## config.mk

```make
export PLATFORM = sky130hd
export DESIGN_NAME = encoder_multiturn_tracker_top
export DESIGN_NICKNAME = d
export VERILOG_FILES = /design/src/emt_pkg.sv /design/src/encoder_multiturn_tracker_top.sv /design/src/emt_ram.sv /design/src/emt_ring.sv
export SDC_FILE = /design/constraint.sdc
export NUM_CORES = 1
export LEC_CHECK = 0
export BUFFER_PORTS_ARGS = -buffer_cell sky130_fd_sc_hd__buf_2
export CAP_MARGIN = 15
export CELL_PAD_IN_SITES_DETAIL_PLACEMENT = 1
export CELL_PAD_IN_SITES_GLOBAL_PLACEMENT = 1
export CORE_ASPECT_RATIO = 0.7
export CORE_MARGIN = 10
export CORE_UTILIZATION = 41
export DETAILED_ROUTE_END_ITERATION = 10
export PLACE_DENSITY_LB_ADDON = 0.08
export SYNTH_ARGS = -nofsm -noshare
export SYNTH_HDL_FRONTEND = slang
export SYNTH_SLANG_ARGS = --single-unit
```

## constraint.sdc

```tcl
create_clock -name i_clk -period 15.6 [get_ports i_clk]
set_input_delay 0.78 -clock i_clk [delete_from_list [all_inputs] [get_ports i_clk]]
set_output_delay 0.78 -clock i_clk [all_outputs]
set_load 0.02 [all_outputs]
```

## src/emt_pkg.sv

```systemverilog
package emt_pkg;

    // Ring depth; the mean is taken by an arithmetic shift, so keep it a power of two.
    localparam int RATE_WINDOW = 8;
    localparam int HIST_SH     = $clog2(RATE_WINDOW);
    localparam int HIST_AW     = (RATE_WINDOW > 1) ? $clog2(RATE_WINDOW) : 1;

    localparam int CNT_W  = 13;
    localparam int STEP_W = 14;
    localparam int SUM_W  = STEP_W + HIST_SH;
    localparam int RATE_W = 16;

    localparam int TURN_COUNTS    = 8192;
    localparam int WRAP_HALF      = 4096;
    localparam int ALIGN_TOL      = 4000;
    localparam int CAPTURE_FRAMES = 5;
    localparam int PRESET_FRAMES  = 2;
    localparam int ALIGN_FRAMES   = 10;
    localparam int FC_MAX         = 15;

    typedef enum logic [0:0] {
        MODE_CAPTURE  = 1'b0,
        MODE_REGISTER = 1'b1
    } t_mode;

    typedef enum logic [0:0] {
        CFG_MOTOR_MODE  = 1'b0,
        CFG_ZERO_OFFSET = 1'b1
    } t_cfg_idx;

    typedef struct packed {
        logic                     push;
        logic signed [STEP_W-1:0] step;
    } t_ring_req;

endpackage

```

## src/encoder_multiturn_tracker_top.sv

```systemverilog
// Channel   | Signals                                      | Direction
// ----------+----------------------------------------------+----------
// frame in  | i_valid, o_stall, shaft/speed/current/temp   | in
// result    | o_valid, i_stall, count/angle/rate/held/bias | out
// config    | i_cfg_wr_en, i_cfg_idx, i_cfg_wdata          | in
//
// One frame per cycle unless o_stall is high; the step-history ring RAM is read
// one frame ahead at the next slot, so the running sum never waits. Results sit
// in an output register; a new frame is taken while that register drains. Reset
// is synchronous; the ring uses per-slot valid bits, no clear pass. A stalled
// result holds every field, and o_stall rises only while it is held.
module encoder_multiturn_tracker_top import emt_pkg::*; (
    input  logic                     i_clk,
    input  logic                     i_rst_n,
    input  logic                     i_cfg_wr_en,
    input  logic [0:0]               i_cfg_idx,
    input  logic [CNT_W-1:0]         i_cfg_wdata,
    input  logic                     i_valid,
    output logic                     o_stall,
    input  logic [CNT_W-1:0]         i_shaft_count,
    input  logic signed [15:0]       i_speed_word,
    input  logic signed [15:0]       i_current_word,
    input  logic [7:0]               i_temp_byte,
    output logic                     o_valid,
    input  logic                     i_stall,
    output logic signed [29:0]       o_total_count,
    output logic signed [34:0]       o_angle_fine,
    output logic signed [STEP_W-1:0] o_step_rate,
    output logic signed [RATE_W-1:0] o_smoothed_rate,
    output logic signed [15:0]       o_speed_out,
    output logic signed [15:0]       o_current_out,
    output logic [7:0]               o_temp_out,
    output logic signed [15:0]       o_turns,
    output logic signed [14:0]       o_zero_bias,
    output logic                     o_calibrating
);

    t_mode                     r_mode;
    logic [CNT_W-1:0]          r_zero_off;
    logic [3:0]                r_fc;
    logic [3:0]                n_fc;
    logic [CNT_W-1:0]          r_prev;
    logic signed [15:0]        r_turns;
    logic signed [15:0]        n_turns;
    logic signed [14:0]        r_bias;
    logic signed [14:0]        n_bias;
    logic signed [15:0]        r_speed;
    logic signed [15:0]        r_current;
    logic [7:0]                r_temp;
    logic signed [RATE_W-1:0]  r_smooth;
    logic signed [STEP_W-1:0]  r_step;
    logic                      r_calib;
    logic                      r_out_valid;

    logic                      accept;
    logic                      capture;
    logic signed [STEP_W-1:0]  diff;
    logic                      wrap_up;
    logic                      wrap_dn;
    logic signed [STEP_W-1:0]  step;
    logic signed [29:0]        total_new;
    logic signed [14:0]        zo_s;
    logic signed [14:0]        bias_base;
    logic signed [31:0]        align_d;
    logic signed [14:0]        bias_reg_mode;
    logic signed [RATE_W-1:0]  ring_mean;
    t_ring_req                 ring_req;
    logic signed [34:0]        rel;

    assign o_stall = r_out_valid && i_stall;
    assign accept  = i_valid && !o_stall;

    always_comb begin
        n_fc    = (r_fc == 4'(FC_MAX)) ? r_fc : r_fc + 4'd1;
        capture = (r_mode == MODE_CAPTURE) && (n_fc <= 4'(CAPTURE_FRAMES));

        diff    = {1'b0, i_shaft_count} - {1'b0, r_prev};
        wrap_up = diff < -WRAP_HALF;
        wrap_dn = diff > WRAP_HALF;
        if (wrap_up) begin
            step = diff + STEP_W'(TURN_COUNTS);
        end else if (wrap_dn) begin
            step = diff - STEP_W'(TURN_COUNTS);
        end else begin
            step = diff;
        end

        n_turns = r_turns;
        if (!capture) begin
            if (wrap_up) begin
                n_turns = r_turns + 16'sd1;
            end else if (wrap_dn) begin
                n_turns = r_turns - 16'sd1;
            end
        end
        // turns * 8192 leaves the low 13 bits free for the shaft count
        total_new = {n_turns[15], n_turns, i_shaft_count};

        zo_s      = {2'b00, r_zero_off};
        bias_base = (n_fc <= 4'(PRESET_FRAMES)) ? zo_s : r_bias;
        align_d   = {{17{bias_base[14]}}, bias_base} - {{2{total_new[29]}}, total_new};
        bias_reg_mode = bias_base;
        if (n_fc <= 4'(ALIGN_FRAMES)) begin
            if (align_d < -ALIGN_TOL) begin
                bias_reg_mode = zo_s + 15'(TURN_COUNTS);
            end else if (align_d > ALIGN_TOL) begin
                bias_reg_mode = zo_s - 15'(TURN_COUNTS);
            end
        end

        if (r_mode == MODE_REGISTER) begin
            n_bias = bias_reg_mode;
        end else if (capture) begin
            n_bias = {2'b00, i_shaft_count};
        end else begin
            n_bias = r_bias;
        end

        ring_req.push = accept && (r_mode == MODE_CAPTURE) && !capture;
        ring_req.step = step;
    end

    emt_ring u_ring (
        .i_clk  (i_clk),
        .i_rst_n(i_rst_n),
        .i_req  (ring_req),
        .o_mean (ring_mean)
    );

    always_ff @(posedge i_clk) begin
        if (!i_rst_n) begin
            r_mode     <= MODE_CAPTURE;
            r_zero_off <= '0;
        end else if (i_cfg_wr_en) begin
            case (i_cfg_idx)
                CFG_MOTOR_MODE:  r_mode     <= t_mode'(i_cfg_wdata[0]);
                CFG_ZERO_OFFSET: r_zero_off <= i_cfg_wdata;
                default: ;
            endcase
        end
    end

    always_ff @(posedge i_clk) begin
        if (!i_rst_n) begin
            r_fc        <= '0;
            r_prev      <= '0;
            r_turns     <= '0;
            r_bias      <= '0;
            r_speed     <= '0;
            r_current   <= '0;
            r_temp      <= '0;
            r_smooth    <= '0;
            r_out_valid <= 1'b0;
        end else begin
            if (accept) begin
                r_out_valid <= 1'b1;
            end else if (!i_stall) begin
                r_out_valid <= 1'b0;
            end
            if (accept) begin
                r_fc    <= n_fc;
                r_prev  <= i_shaft_count;
                r_turns <= n_turns;
                r_bias  <= n_bias;
                if (r_mode == MODE_REGISTER) begin
                    r_smooth <= i_speed_word;
                    r_temp   <= i_temp_byte;
                end else if (!capture) begin
                    r_smooth  <= ring_mean;
                    r_speed   <= i_speed_word;
                    r_current <= i_current_word;
                end
            end
        end
    end

    always_ff @(posedge i_clk) begin
        if (accept) begin
            r_step  <= capture ? '0 : step;
            r_calib <= capture;
        end
    end

    // State only moves on a transfer in, which the output register gates,
    // so held state doubles as result payload.
    assign o_total_count = {r_turns[15], r_turns, r_prev};
    assign rel = {{5{o_total_count[29]}}, o_total_count} - {{20{r_bias[14]}}, r_bias};
    // x * 45 = 32x + 8x + 4x + x
    assign o_angle_fine    = (rel <<< 5) + (rel <<< 3) + (rel <<< 2) + rel;
    assign o_valid         = r_out_valid;
    assign o_step_rate     = r_step;
    assign o_smoothed_rate = r_smooth;
    assign o_speed_out     = r_speed;
    assign o_current_out   = r_current;
    assign o_temp_out      = r_temp;
    assign o_turns         = r_turns;
    assign o_zero_bias     = r_bias;
    assign o_calibrating   = r_calib;

endmodule

```

## src/emt_ram.sv

```systemverilog
module emt_ram #(
    parameter int WIDTH = 8,
    parameter int DEPTH = 8
) (
    input  logic                                    i_clk,
    input  logic                                    i_we,
    input  logic [((DEPTH > 1) ? $clog2(DEPTH) : 1)-1:0] i_waddr,
    input  logic [WIDTH-1:0]                        i_wdata,
    input  logic [((DEPTH > 1) ? $clog2(DEPTH) : 1)-1:0] i_raddr,
    output logic [WIDTH-1:0]                        o_rdata
);

    logic [WIDTH-1:0] r_mem [DEPTH];

    always_ff @(posedge i_clk) begin
        if (i_we) begin
            r_mem[i_waddr] <= i_wdata;
        end
        o_rdata <= r_mem[i_raddr];
    end

endmodule

```

## src/emt_ring.sv

```systemverilog
module emt_ring import emt_pkg::*; (
    input  logic                     i_clk,
    input  logic                     i_rst_n,
    input  t_ring_req                i_req,
    output logic signed [RATE_W-1:0] o_mean
);

    logic [HIST_AW-1:0]      r_idx;
    logic [HIST_AW-1:0]      n_idx;
    logic [RATE_WINDOW-1:0]  r_valid;
    logic signed [SUM_W-1:0] r_sum;
    logic signed [SUM_W-1:0] n_sum;
    logic                    r_fwd_hit;
    logic [STEP_W-1:0]       r_fwd_data;
    logic [STEP_W-1:0]       rd_data;
    logic [STEP_W-1:0]       old_step;
    logic signed [SUM_W-1:0] old_ext;
    logic signed [SUM_W-1:0] step_ext;
    logic signed [SUM_W-1:0] sum_adj;
    logic signed [SUM_W-1:0] mean_full;

    // Read port always points at the slot the next push will replace.
    emt_ram #(
        .WIDTH(STEP_W),
        .DEPTH(RATE_WINDOW)
    ) u_hist_ram (
        .i_clk  (i_clk),
        .i_we   (i_req.push),
        .i_waddr(r_idx),
        .i_wdata(i_req.step),
        .i_raddr(n_idx),
        .o_rdata(rd_data)
    );

    always_comb begin
        n_idx = r_idx;
        if (i_req.push) begin
            n_idx = (r_idx == HIST_AW'(RATE_WINDOW - 1)) ? '0 : r_idx + 1'b1;
        end
    end

    // Same-slot write and read on one edge: take the written value.
    // A slot never written since reset reads as zero.
    always_comb begin
        old_step  = r_fwd_hit ? r_fwd_data : (r_valid[r_idx] ? rd_data : '0);
        old_ext   = {{(SUM_W-STEP_W){old_step[STEP_W-1]}}, old_step};
        step_ext  = {{(SUM_W-STEP_W){i_req.step[STEP_W-1]}}, i_req.step};
        n_sum     = r_sum + step_ext - old_ext;
        // truncate toward zero
        sum_adj   = n_sum + ((n_sum < 0) ? SUM_W'(RATE_WINDOW - 1) : SUM_W'(0));
        mean_full = sum_adj >>> HIST_SH;
        o_mean    = mean_full[RATE_W-1:0];
    end

    always_ff @(posedge i_clk) begin
        if (!i_rst_n) begin
            r_idx     <= '0;
            r_sum     <= '0;
            r_valid   <= '0;
            r_fwd_hit <= 1'b0;
        end else begin
            r_fwd_hit <= i_req.push && (n_idx == r_idx);
            if (i_req.push) begin
                r_idx          <= n_idx;
                r_sum          <= n_sum;
                r_valid[r_idx] <= 1'b1;
            end
        end
    end

    always_ff @(posedge i_clk) begin
        r_fwd_data <= i_req.step;
    end

endmodule

```

=== Word level (Yosys, flattened, before mapping) ===
Memories as Yosys holds them, arrays and structs flattened. A register that Yosys moved wholly into a read port is not among the register bits.
Index checks and enable logic that the tools add are counted.

* Memories kept: 1
* Input bits: 72
* Word-level logic and storage cells: 98
* Flip-flop bits (word level): 177
* Output and inout port bits: 169
* Bits in writable memories: 112

{| class="wikitable"
|+ Memory list
! name !! words !! bits a word !! read ports !! clocked after memory_dff !! wr ports !! RTL line !! source
|-
| u_ring.u_hist_ram.r_mem || 8 || 14 || 1 || 1 || 1 || emt_ram.sv:13 || <nowiki>logic [WIDTH-1:0] r_mem [DEPTH];</nowiki>
|}

* Multiplexer cells: 27
* $lt $le $gt $ge: 10
* $add $sub $neg: 17
* Equal/unequal tests: 5
* Bitwise operators: 4
* Reductions and logical operators: 16

{| class="wikitable"
|+ Operators with widths
! cell !! number
|-
| $mux 15 || 6
|-
| $mux 16 || 5
|-
| $mux 14 || 4
|-
| $add 35x30->35 || 1
|-
| $add 35x32->35 || 1
|-
| $add 35x33->35 || 1
|-
| $gt 30x13->1 const B || 1
|-
| $lt 30x13->1 const B || 1
|-
| $sub 15x29->30 || 1
|-
| $sub 29x15->30 || 1
|-
| $add 17x14->17 || 1
|-
| $add 17x4->17 || 1
|-
| $lt 17x1->1 const B || 1
|-
| $sub 17x14->17 || 1
|-
| $add 16x2->16 const B || 1
|-
| $sub 16x2->16 const B || 1
|-
| $add 13x14->15 const B || 1
|-
| $sub 13x14->15 const B || 1
|-
| $add 14x14->14 const B || 1
|-
| $gt 14x14->1 const B || 1
|-
| $lt 14x13->1 const B || 1
|-
| $sub 13x13->14 || 1
|-
| $sub 14x14->14 const B || 1
|-
| $reduce_and 2->1 || 5
|-
| 23 further kinds || 39
|}

=== Logic depth before layout (Yosys ltp) ===
Gate-level depths: netlist of the first run.

* Word-level depth: 11
* Depth in mapped cells: 33
* Mapped depth without buffers: 30

=== Cells and area by module ===
A second synthesis of the first run with hierarchy kept.

* Cells, all modules: 2193
* Area, all modules: 21260.4 µm²

{| class="wikitable"
|+ Modules (own cells, without submodules)
! module !! times used !! area an instance (µm²) !! seq. area each (µm²) !! cells each
|-
| encoder_multiturn_tracker_top || 1 || 13341.5 || 2832.7 || 1655
|-
| emt_ram || 1 || 4635.7 || 3643.5 || 188
|-
| emt_ring || 1 || 3283.1 || 860.8 || 350
|}

=== Least setup slack after synthesis of the first run ===
Ideal clock, no wire load.

* Path kind: input-to-reg
* Start: input port i_shaft_count[0]
* End: register r_bias[10] (netlist: o_zero_bias[10])
* Cell stages on the path: 33
* Required time: 15.459 ns
* Setup slack: 8.421 ns
* Library setup time: 0.141 ns
* Path buffers: 4
* Arrival: 7.038 ns
* Cell sequence: inv_1 -> ha_1 -> inv_1 -> fa_1 -> a21o_1 -> a21oi_1 -> o211a_1 -> o21ai_1 -> a21o_1 -> a21o_1 -> xnor2_1 -> inv_1 -> nor3_1 -> clkbuf_1 -> o22ai_1 -> clkbuf_1 -> a21oi_1 -> xnor2_1 -> ha_1 -> clkbuf_1 -> nand4_1 -> nor2_1 -> a21oi_1 -> o41ai_2 -> or4_1 -> and3_1 -> or4b_4 -> nor4_2 -> nand4_1 -> mux2_2 -> buf_6 -> a21oi_2 -> o31ai_2

* Cells in the longest elaborated chain, start to end: 11
* Elaborated cells on any way between the ends: 13
* Classes of those cells: add/sub: 2; order compare: 4; mux: 7

{| class="wikitable"
|+ Ends and longest elaborated chain
! element !! RTL line !! source
|-
| from (decl) || encoder_multiturn_tracker_top.sv:20 || <nowiki>input logic [CNT_W-1:0] i_shaft_count,</nowiki>
|-
| $sub 13x13->14 * || encoder_multiturn_tracker_top.sv:77 || <nowiki>diff = {1'b0, i_shaft_count} - {1'b0, r_prev};</nowiki>
|-
| via diff[12] || encoder_multiturn_tracker_top.sv:57 || <nowiki>logic signed [STEP_W-1:0] diff;</nowiki>
|-
| $gt 14x14->1 || encoder_multiturn_tracker_top.sv:79 || <nowiki>wrap_dn = diff > WRAP_HALF;</nowiki>
|-
| $mux 16 || encoder_multiturn_tracker_top.sv:92 || <nowiki>end else if (wrap_dn) begin</nowiki>
|-
| $mux 16 * || encoder_multiturn_tracker_top.sv:90 || <nowiki>if (wrap_up) begin</nowiki>
|-
| $mux 16 * || encoder_multiturn_tracker_top.sv:89 || <nowiki>if (!capture) begin</nowiki>
|-
| $sub 15x29->30 * || encoder_multiturn_tracker_top.sv:101 || <nowiki>align_d = {{17{bias_base[14]}}, bias_base} - {{2{total_new[29]}}, total_new};</nowiki>
|-
| $gt 30x13->1 || encoder_multiturn_tracker_top.sv:106 || <nowiki>end else if (align_d > ALIGN_TOL) begin</nowiki>
|-
| $mux 15 || encoder_multiturn_tracker_top.sv:106 ||
|-
| $mux 15 * || encoder_multiturn_tracker_top.sv:104 || <nowiki>if (align_d < -ALIGN_TOL) begin</nowiki>
|-
| $mux 15 * || encoder_multiturn_tracker_top.sv:103 || <nowiki>if (n_fc <= 4'(ALIGN_FRAMES)) begin</nowiki>
|-
| $mux 15 * || encoder_multiturn_tracker_top.sv:111 || <nowiki>if (r_mode == MODE_REGISTER) begin</nowiki>
|-
| to (signal assigned) || encoder_multiturn_tracker_top.sv:164 || <nowiki>r_bias <= n_bias;</nowiki>
|-
| to (decl) || encoder_multiturn_tracker_top.sv:45 || <nowiki>logic signed [14:0] r_bias;</nowiki>
|}

Mark *: on every way through the listed nets, which the timed path passes. The rest lies on a longest branch.
A chain may end at the register's enable or synchronous reset.

=== Worst setup path after layout of the first run ===
* Start: register r_bias[1] (netlist: o_zero_bias[1])
* End: output port o_angle_fine[34]

* Cells in the longest elaborated chain, start to end: 4

{| class="wikitable"
|+ Ends and longest elaborated chain
! element !! RTL line !! source
|-
| $sub 29x15->30 * || encoder_multiturn_tracker_top.sv:187 || <nowiki>assign rel = {{5{o_total_count[29]}}, o_total_count} - {{20{r_bias[14]}}, r_bias};</nowiki>
|-
| $add 35x33->35 || encoder_multiturn_tracker_top.sv:189 || <nowiki>assign o_angle_fine = (rel <<< 5) + (rel <<< 3) + (rel <<< 2) + rel;</nowiki>
|-
| $add 35x32->35 || encoder_multiturn_tracker_top.sv:189 ||
|-
| $add 35x30->35 * || encoder_multiturn_tracker_top.sv:189 ||
|-
| to (decl) || encoder_multiturn_tracker_top.sv:27 || <nowiki>output logic signed [34:0] o_angle_fine,</nowiki>
|}

Mark *: on every way between the ends. The rest lies on a longest branch, timed or not.

==> results of run 1 <==
-- cells by family (layout without fill, tap and decap cells) --
logic type	after synthesis	in the layout	synth area share [%]
and+or+nand+nor	854	854	18.9
AOI/OAI and AO/OA	554	554	18.4
DFF	303	303	35.1
buffers and inverters	285	496	5.61
adders and majority gates	209	209	15.2
xor gates and xnor gates	116	116	4.86
muxes	35	35	1.91
other	0	2	0
-- routing by layer --
metal	vias up	part of all wire (%)
met1	9304	51
met4	0	1.4
met5	-	0
met3	69	6.7
li1	8621	-
met2	431	41
-- area by class of cell --
| type | count | share of cell area, % |
|---|---|---|
| repair buffers | 273 | 6.09 |
| clock inverters | 10 | 0.295 |
| inverters | 163 | 2.57 |
| flip-flops and latches | 303 | 30.9 |
| well taps | 674 | 3.55 |
| clock buffers | 50 | 4.13 |
| multi-input cells | 1768 | 52.5 |
| diodes | 2 | 0.0210 |
-- state kept, by name, summed over array words and instances, names as in the netlist, 8 cells and up --
name	flops
o_temp_out	8
u_ring.u_hist_ram.o_rdata	14
r_prev	13
o_step_rate	14
u_ring.r_valid	8
o_speed_out	16
o_smoothed_rate	16
o_current_out	16
u_ring.u_hist_ram.r_mem	112
o_turns	16
r_zero_off	13
u_ring.r_sum	17
u_ring.r_fwd_data	14
o_zero_bias	15
-- report_power, final --
group	internal (mW)	switching, mW	leakage (nW)	total, mW
clock	0.439	0.346	0.508	0.785
sequential	0.869	0.0227	2.59	0.892
combinational	1.71	2.76	6.99	4.47
total	3.02	3.13	10.1	6.15
-- cell usage in the layout, fill, tap and decap left out, types with 22 or more instances in the layout --
cell type	instances
sky130_fd_sc_hd__nor2_1	107
sky130_fd_sc_hd__nor2b_1	33
sky130_fd_sc_hd__nor3_1	46
sky130_fd_sc_hd__edfxtp_1	127
sky130_fd_sc_hd__nand2b_1	29
sky130_fd_sc_hd__nand2_1	394
sky130_fd_sc_hd__fa_1	74
sky130_fd_sc_hd__clkbuf_16	35
sky130_fd_sc_hd__nand3_1	109
sky130_fd_sc_hd__buf_2	240
sky130_fd_sc_hd__and2_1	22
sky130_fd_sc_hd__xor2_1	33
sky130_fd_sc_hd__xnor2_1	83
sky130_fd_sc_hd__dfxtp_1	176
sky130_fd_sc_hd__inv_1	162
sky130_fd_sc_hd__a21oi_1	101
sky130_fd_sc_hd__o21a_1	23
sky130_fd_sc_hd__ha_1	135
sky130_fd_sc_hd__a21o_1	29
sky130_fd_sc_hd__buf_4	33
sky130_fd_sc_hd__a21boi_0	92
sky130_fd_sc_hd__o21ai_0	91
-- worst paths after layout --
| path | endpoint | depth (start not counted) |
|---|---|---|
| worst max register to register | o_zero_bias[6] | 28 |
| worst min-delay path | o_temp_out[1] | 2 |
| worst max-delay path | o_angle_fine[34] | 28 |
| worst min register to register | o_temp_out[1] | 2 |
-- through the flow --
stage	utilization (%)	setup slack (ps)	hold slack, ps	instances	power [mW]
after floorplan	-	8420	435	2356	4.13
after global placement	44.9	7110	443	3180	5.27
after detailed placement	44.9	7040	451	3181	5.38
after CTS	47.0	7050	465	3241	6.19
after global routing	47.0	6330	475	3241	6.64
final	47.0	7030	463	3243	6.15
-- worst reg2reg max path: cells and delay by family (launching register included) --
family	cells	cell delay, ps
DFF	1	440
and+or+nand+nor	6	1820
buffers and inverters	3	650
AOI/OAI and AO/OA	13	3160
xor gates and xnor gates	2	250
adders and majority gates	3	1050
muxes	1	700
==> out/qor.txt, run 1 <==
Chip Height - 209 microns
GR Layer Usage met2 - 33.9%
CTS HTree Levels - 2
total global-route track usage - 23.8%
Hold Fails Final Rpt - 0
combined buffer and inverter count along the critical path - 4
area of the mapped netlist - 20900 sq um
source of the critical timing path - o_zero_bias[1]
Post-Syn Instances - 2356
final std cell area, no fill - 23800 sq um
via count of the first global-routing pass - 18700
GPL Wtd Cong - 0.889
routed via count divided by cell count - 5.68
Required @ worst endpoint - 14820 ps
area share of the largest cell type after synthesis - 18.3%
core region area - 50600 sq um
dominant register cell in the synthesized netlist - sky130_fd_sc_hd__dfxtp_1
Max FO, Critical Path - 4
critical path's most frequent cell - sky130_fd_sc_hd__o21ai_0
clock skew - 25.8 ps
VDD IR-drop max - 0.535 mV
leakage - 10.1 nW
total iterations of the first detailed-routing run - 5
M3 GR Usage - 4.87%
wire length reported by the detailed router - 73.9 mm
startpoint type of the worst setup path - register
Setup Total Neg Slack - 0 ps
part of the cycle the worst path needs - 54.9%
most frequently used cell type in the post-synthesis netlist - sky130_fd_sc_hd__nand2_1
number of clock buffers inserted by TritonCTS - 34
slack of the worst reg-to-reg path - 7450 ps
root buffer cell - sky130_fd_sc_hd__clkbuf_16
run status - complete, no violations
clock latency on the worst-skew pair - 540 ps
routed wire length per instance - 22.8 microns
input/output buffers - 240
endpoints failing setup - 0
number of flip-flops and latches in the synthesized netlist - 303
multi-input combinational cell area - 12500 sq um
CP top delay family - compound AO/OA/AOI/OAI gates
total power per unit cell area - 259 nW/um^2
DR vias - 18400
die area - 60500 sq um
floorplan row count - 69
iteration-0 DRC count of the detailed router - 1079
remaining routing DRC violations - 0
Crit-path slowest cell - sky130_fd_sc_hd__fa_1
antenna violations before repair - 1
CTS sink count - 303
time the final worst path needs with I/O delays and setup - 8570 ps
total of cells resized after clock tree synthesis - 0
worst r2r src - r_prev[0]
global-route met1 utilization - 36.6%
FF/Latch Area - 7340 sq um
total congestion overflow - 0
post-placement cell area - 22700 sq um
share of synthesized area occupied by flip-flops and latches - 35.1%
post-synthesis area per instance - 8.87 sq um
wire length of the first global-routing pass - 113 mm
largest area contributor in the netlist - sky130_fd_sc_hd__edfxtp_1
Async SR Flop Fraction - 0%
Fill cells - 6032
Tightest Pin Transition - 1120 ps
number of max-cap violations - 0
Data arrival, critical path - 7790 ps
number of nets at the end of the flow - 2824
most instantiated cells after synthesis - sky130_fd_sc_hd__nand2_1 (395), sky130_fd_sc_hd__dfxtp_1 (176), sky130_fd_sc_hd__inv_1 (162)
count of buffers added by post-CTS timing repair for setup - 0
number of hold-repair buffers added at the cts stage - 0
buffer levels on the longest clock path - 3
num ports - 241
cell types with the largest area share after synthesis - sky130_fd_sc_hd__edfxtp_1 (18%), sky130_fd_sc_hd__dfxtp_1 (17%), sky130_fd_sc_hd__ha_1 (8.1%)
hold_sp - o_temp_out[1]
maximum single-stage delay on the critical path - 580 ps
critical path class - reg -> out
Yosys warnings - 0
area overhead of the layout relative to synthesis - 13.8%
element type at the critical path end - output port
TritonCTS clock tree - yes
Min-Delay Path Class - reg -> reg
clock edge transition at the registers on the reported setup and hold paths - 60 ps
setup repair after global routing missed its margin - false
busiest layer in global routing - met1
layout cells sized above 1 - 15.5%
Max Fclk - 117 MHz
HPWL reported at the end of detailed placement - 56.2 mm
initial standard-cell utilization of the core - 41.3%
worst slew margin relative to its limit - 25.4%
number of pins with negative max-slew slack in the final report - 0
Detail Route Antenna Nets - 0
total nets after synthesis - 2637
number of library cell types mapped by synthesis - 84
x dimension of the die - 290 microns
EDFF count, synth - 127
pin count of the biggest net entering global routing - 74
No activity file was read; power rests on OpenSTA's default activity.
==> run 2: changes to the inputs <==
- clock period: 15.6 -> 7.66 ns (I/O delays scaled with it)
==> out/qor.txt, run 2 (same netlist as run 1, synthesis figures left out) <==
run status - complete, no violations
Min-Delay Path Class - in -> reg
total global-route track usage - 24.0%
routed via count divided by cell count - 5.66
FF/Latch Area - 7340 sq um
antenna violations before repair - 3
leakage - 10.5 nW
setup repair after global routing missed its margin - true
area overhead of the layout relative to synthesis - 17.6%
worst slew margin relative to its limit - 17.5%
num ports - 241
total iterations of the first detailed-routing run - 5
core region area - 50600 sq um
number of max-cap violations - 0
TritonCTS clock tree - yes
Detail Route Antenna Nets - 0
layout cells sized above 1 - 18.7%
Fill cells - 5885
CTS sink count - 303
commonest non-fill, non-tap cell in the layout - sky130_fd_sc_hd__nand2_1
VDD IR-drop max - 1.46 mV
critical path class - reg -> out
iteration-0 DRC count of the detailed router - 1217
number of flip-flops in the largest register - 112
buffer levels on the longest clock path - 3
Tightest Pin Transition - 1240 ps
root buffer cell - sky130_fd_sc_hd__clkbuf_16
die area - 60500 sq um
time the final worst path needs with I/O delays and setup - 7350 ps
GPL Wtd Cong - 0.890
DR vias - 18600
clock skew - 24.4 ps
Data arrival, critical path - 6960 ps
x dimension of the die - 290 microns
Cells after DPL - 3217
initial standard-cell utilization of the core - 41.3%
CTS HTree Levels - 2
busiest layer in global routing - met1
M3 GR Usage - 5.96%
utilization after layout - 48.6%
Hold Fails Final Rpt - 0
clock latency on the worst-skew pair - 550 ps
number of nets at the end of the flow - 2872
HPWL reported at the end of detailed placement - 56.4 mm
total congestion overflow - 0
startpoint type of the worst setup path - register
number of pins with negative max-slew slack in the final report - 0
post-placement setup slack - -51.5 ps
routed wire length per instance - 22.8 microns
Required @ worst endpoint - 7280 ps
number of hold-repair buffers added at the cts stage - 0
endpoints failing setup - 0
element type at the critical path end - output port
Max Fclk - 136 MHz
pin count of the biggest net entering global routing - 93
top library cells by usage in the layout, fill and taps aside - sky130_fd_sc_hd__nand2_1 (394), sky130_fd_sc_hd__buf_2 (239), sky130_fd_sc_hd__dfxtp_1 (174)
total power per unit cell area - 536 nW/um^2
GR Layer Usage met2 - 33.4%
wire length of the first global-routing pass - 115 mm
Max FO, Critical Path - 4
clock edge transition at the registers on the reported setup and hold paths - 60 ps
Final Total Pwr - 13.2 mW
part of the cycle the worst path needs - 95.9%
largest register by flop count - u_ring.u_hist_ram.r_mem
wire length reported by the detailed router - 75.0 mm
Chip Height - 209 microns
floorplan row count - 69
multi-input combinational cell area - 12800 sq um
remaining routing DRC violations - 0
global-route met1 utilization - 36.6%
input/output buffers - 240
minimum setup slack in the final design - 312 ps
Largest regs - u_ring.u_hist_ram.r_mem x112, u_ring.r_sum x17
Cell Count, Final, Fillers Out - 3295
number of clock buffers inserted by TritonCTS - 35
via count of the first global-routing pass - 19100
==> run 2: final timing paths <==
kind,cells after the start,slack (ps),endpoint,start
worst min register to register,1,460,u_ring.r_valid[6],u_ring.r_valid[6]
worst max register to register,30,410,o_zero_bias[0],r_prev[0]
worst min-delay path,2,60,o_valid,i_valid
worst max-delay path,24,310,o_angle_fine[34],o_zero_bias[2]
==> run 2: layer usage <==
layer	share of wire, %	wire (microns)	vias to the layer above
li1	-	-	8723
met1	50	37200	9273
met2	40	30200	546
met3	8.3	6190	99
met4	1.8	1370	0
met5	0	0	-
==> run 2: what timing repair did <==
action | in CTS | in global routing
hold endpoints to repair | 0 | 0
buffers inserted | 1 | 9
resized for setup | 16 | 46
endpoints found under the setup margin | 8 | 25
pin swaps | 2 | 9
==> run 2: area by class of cell <==
cell class	count	share of cell area, %
clock inverter	12	0.606
sequential	303	29.9
multi-input combinational	1768	52.1
clock buffer	52	3.99
inverter	163	2.49
timing repair buffer	320	7.43
tap	674	3.43
antenna	3	0.0306
==> run 2: power breakdown <==
part / total (mW) / switching [mW] / internal (mW)
combinational: 9.65 / 5.86 / 3.79
sequential: 1.82 / 0.0477 / 1.77
clock: 1.70 / 0.709 / 0.993
==> run 2: per-stage QoR <==
stage	instance area [sq um]	hold slack, ps	TNS [ps]
floorplan	20900	435	0
global placement	23000	447	0
detailed placement	23000	453	-368
CTS	24200	32.8	0
global route	24600	60.3	-298
finish	24600	56.5	0
==> run 2: critical path, cell delays in order (launching register included) <==
cell                       delay, ps
sky130_fd_sc_hd__dfxtp_1         390
sky130_fd_sc_hd__inv_1           140
sky130_fd_sc_hd__ha_1            350
sky130_fd_sc_hd__o21ai_1         100
sky130_fd_sc_hd__a21boi_0        250
sky130_fd_sc_hd__o21ai_1         160
sky130_fd_sc_hd__buf_4           160
sky130_fd_sc_hd__a21oi_1         380
sky130_fd_sc_hd__a31oi_4         200
sky130_fd_sc_hd__a21oi_4         280
sky130_fd_sc_hd__xor2_4          260
sky130_fd_sc_hd__fa_1            460
sky130_fd_sc_hd__fa_1            490
sky130_fd_sc_hd__ha_1            340
sky130_fd_sc_hd__nand4_1         130
sky130_fd_sc_hd__a211oi_2        380
sky130_fd_sc_hd__and2_1          210
sky130_fd_sc_hd__a221oi_2         80
sky130_fd_sc_hd__a21oi_2         220
sky130_fd_sc_hd__a311oi_2        170
sky130_fd_sc_hd__o41ai_2         310
sky130_fd_sc_hd__o21ai_0         190
sky130_fd_sc_hd__a311oi_1        400
sky130_fd_sc_hd__xor2_1          190
sky130_fd_sc_hd__buf_2           190
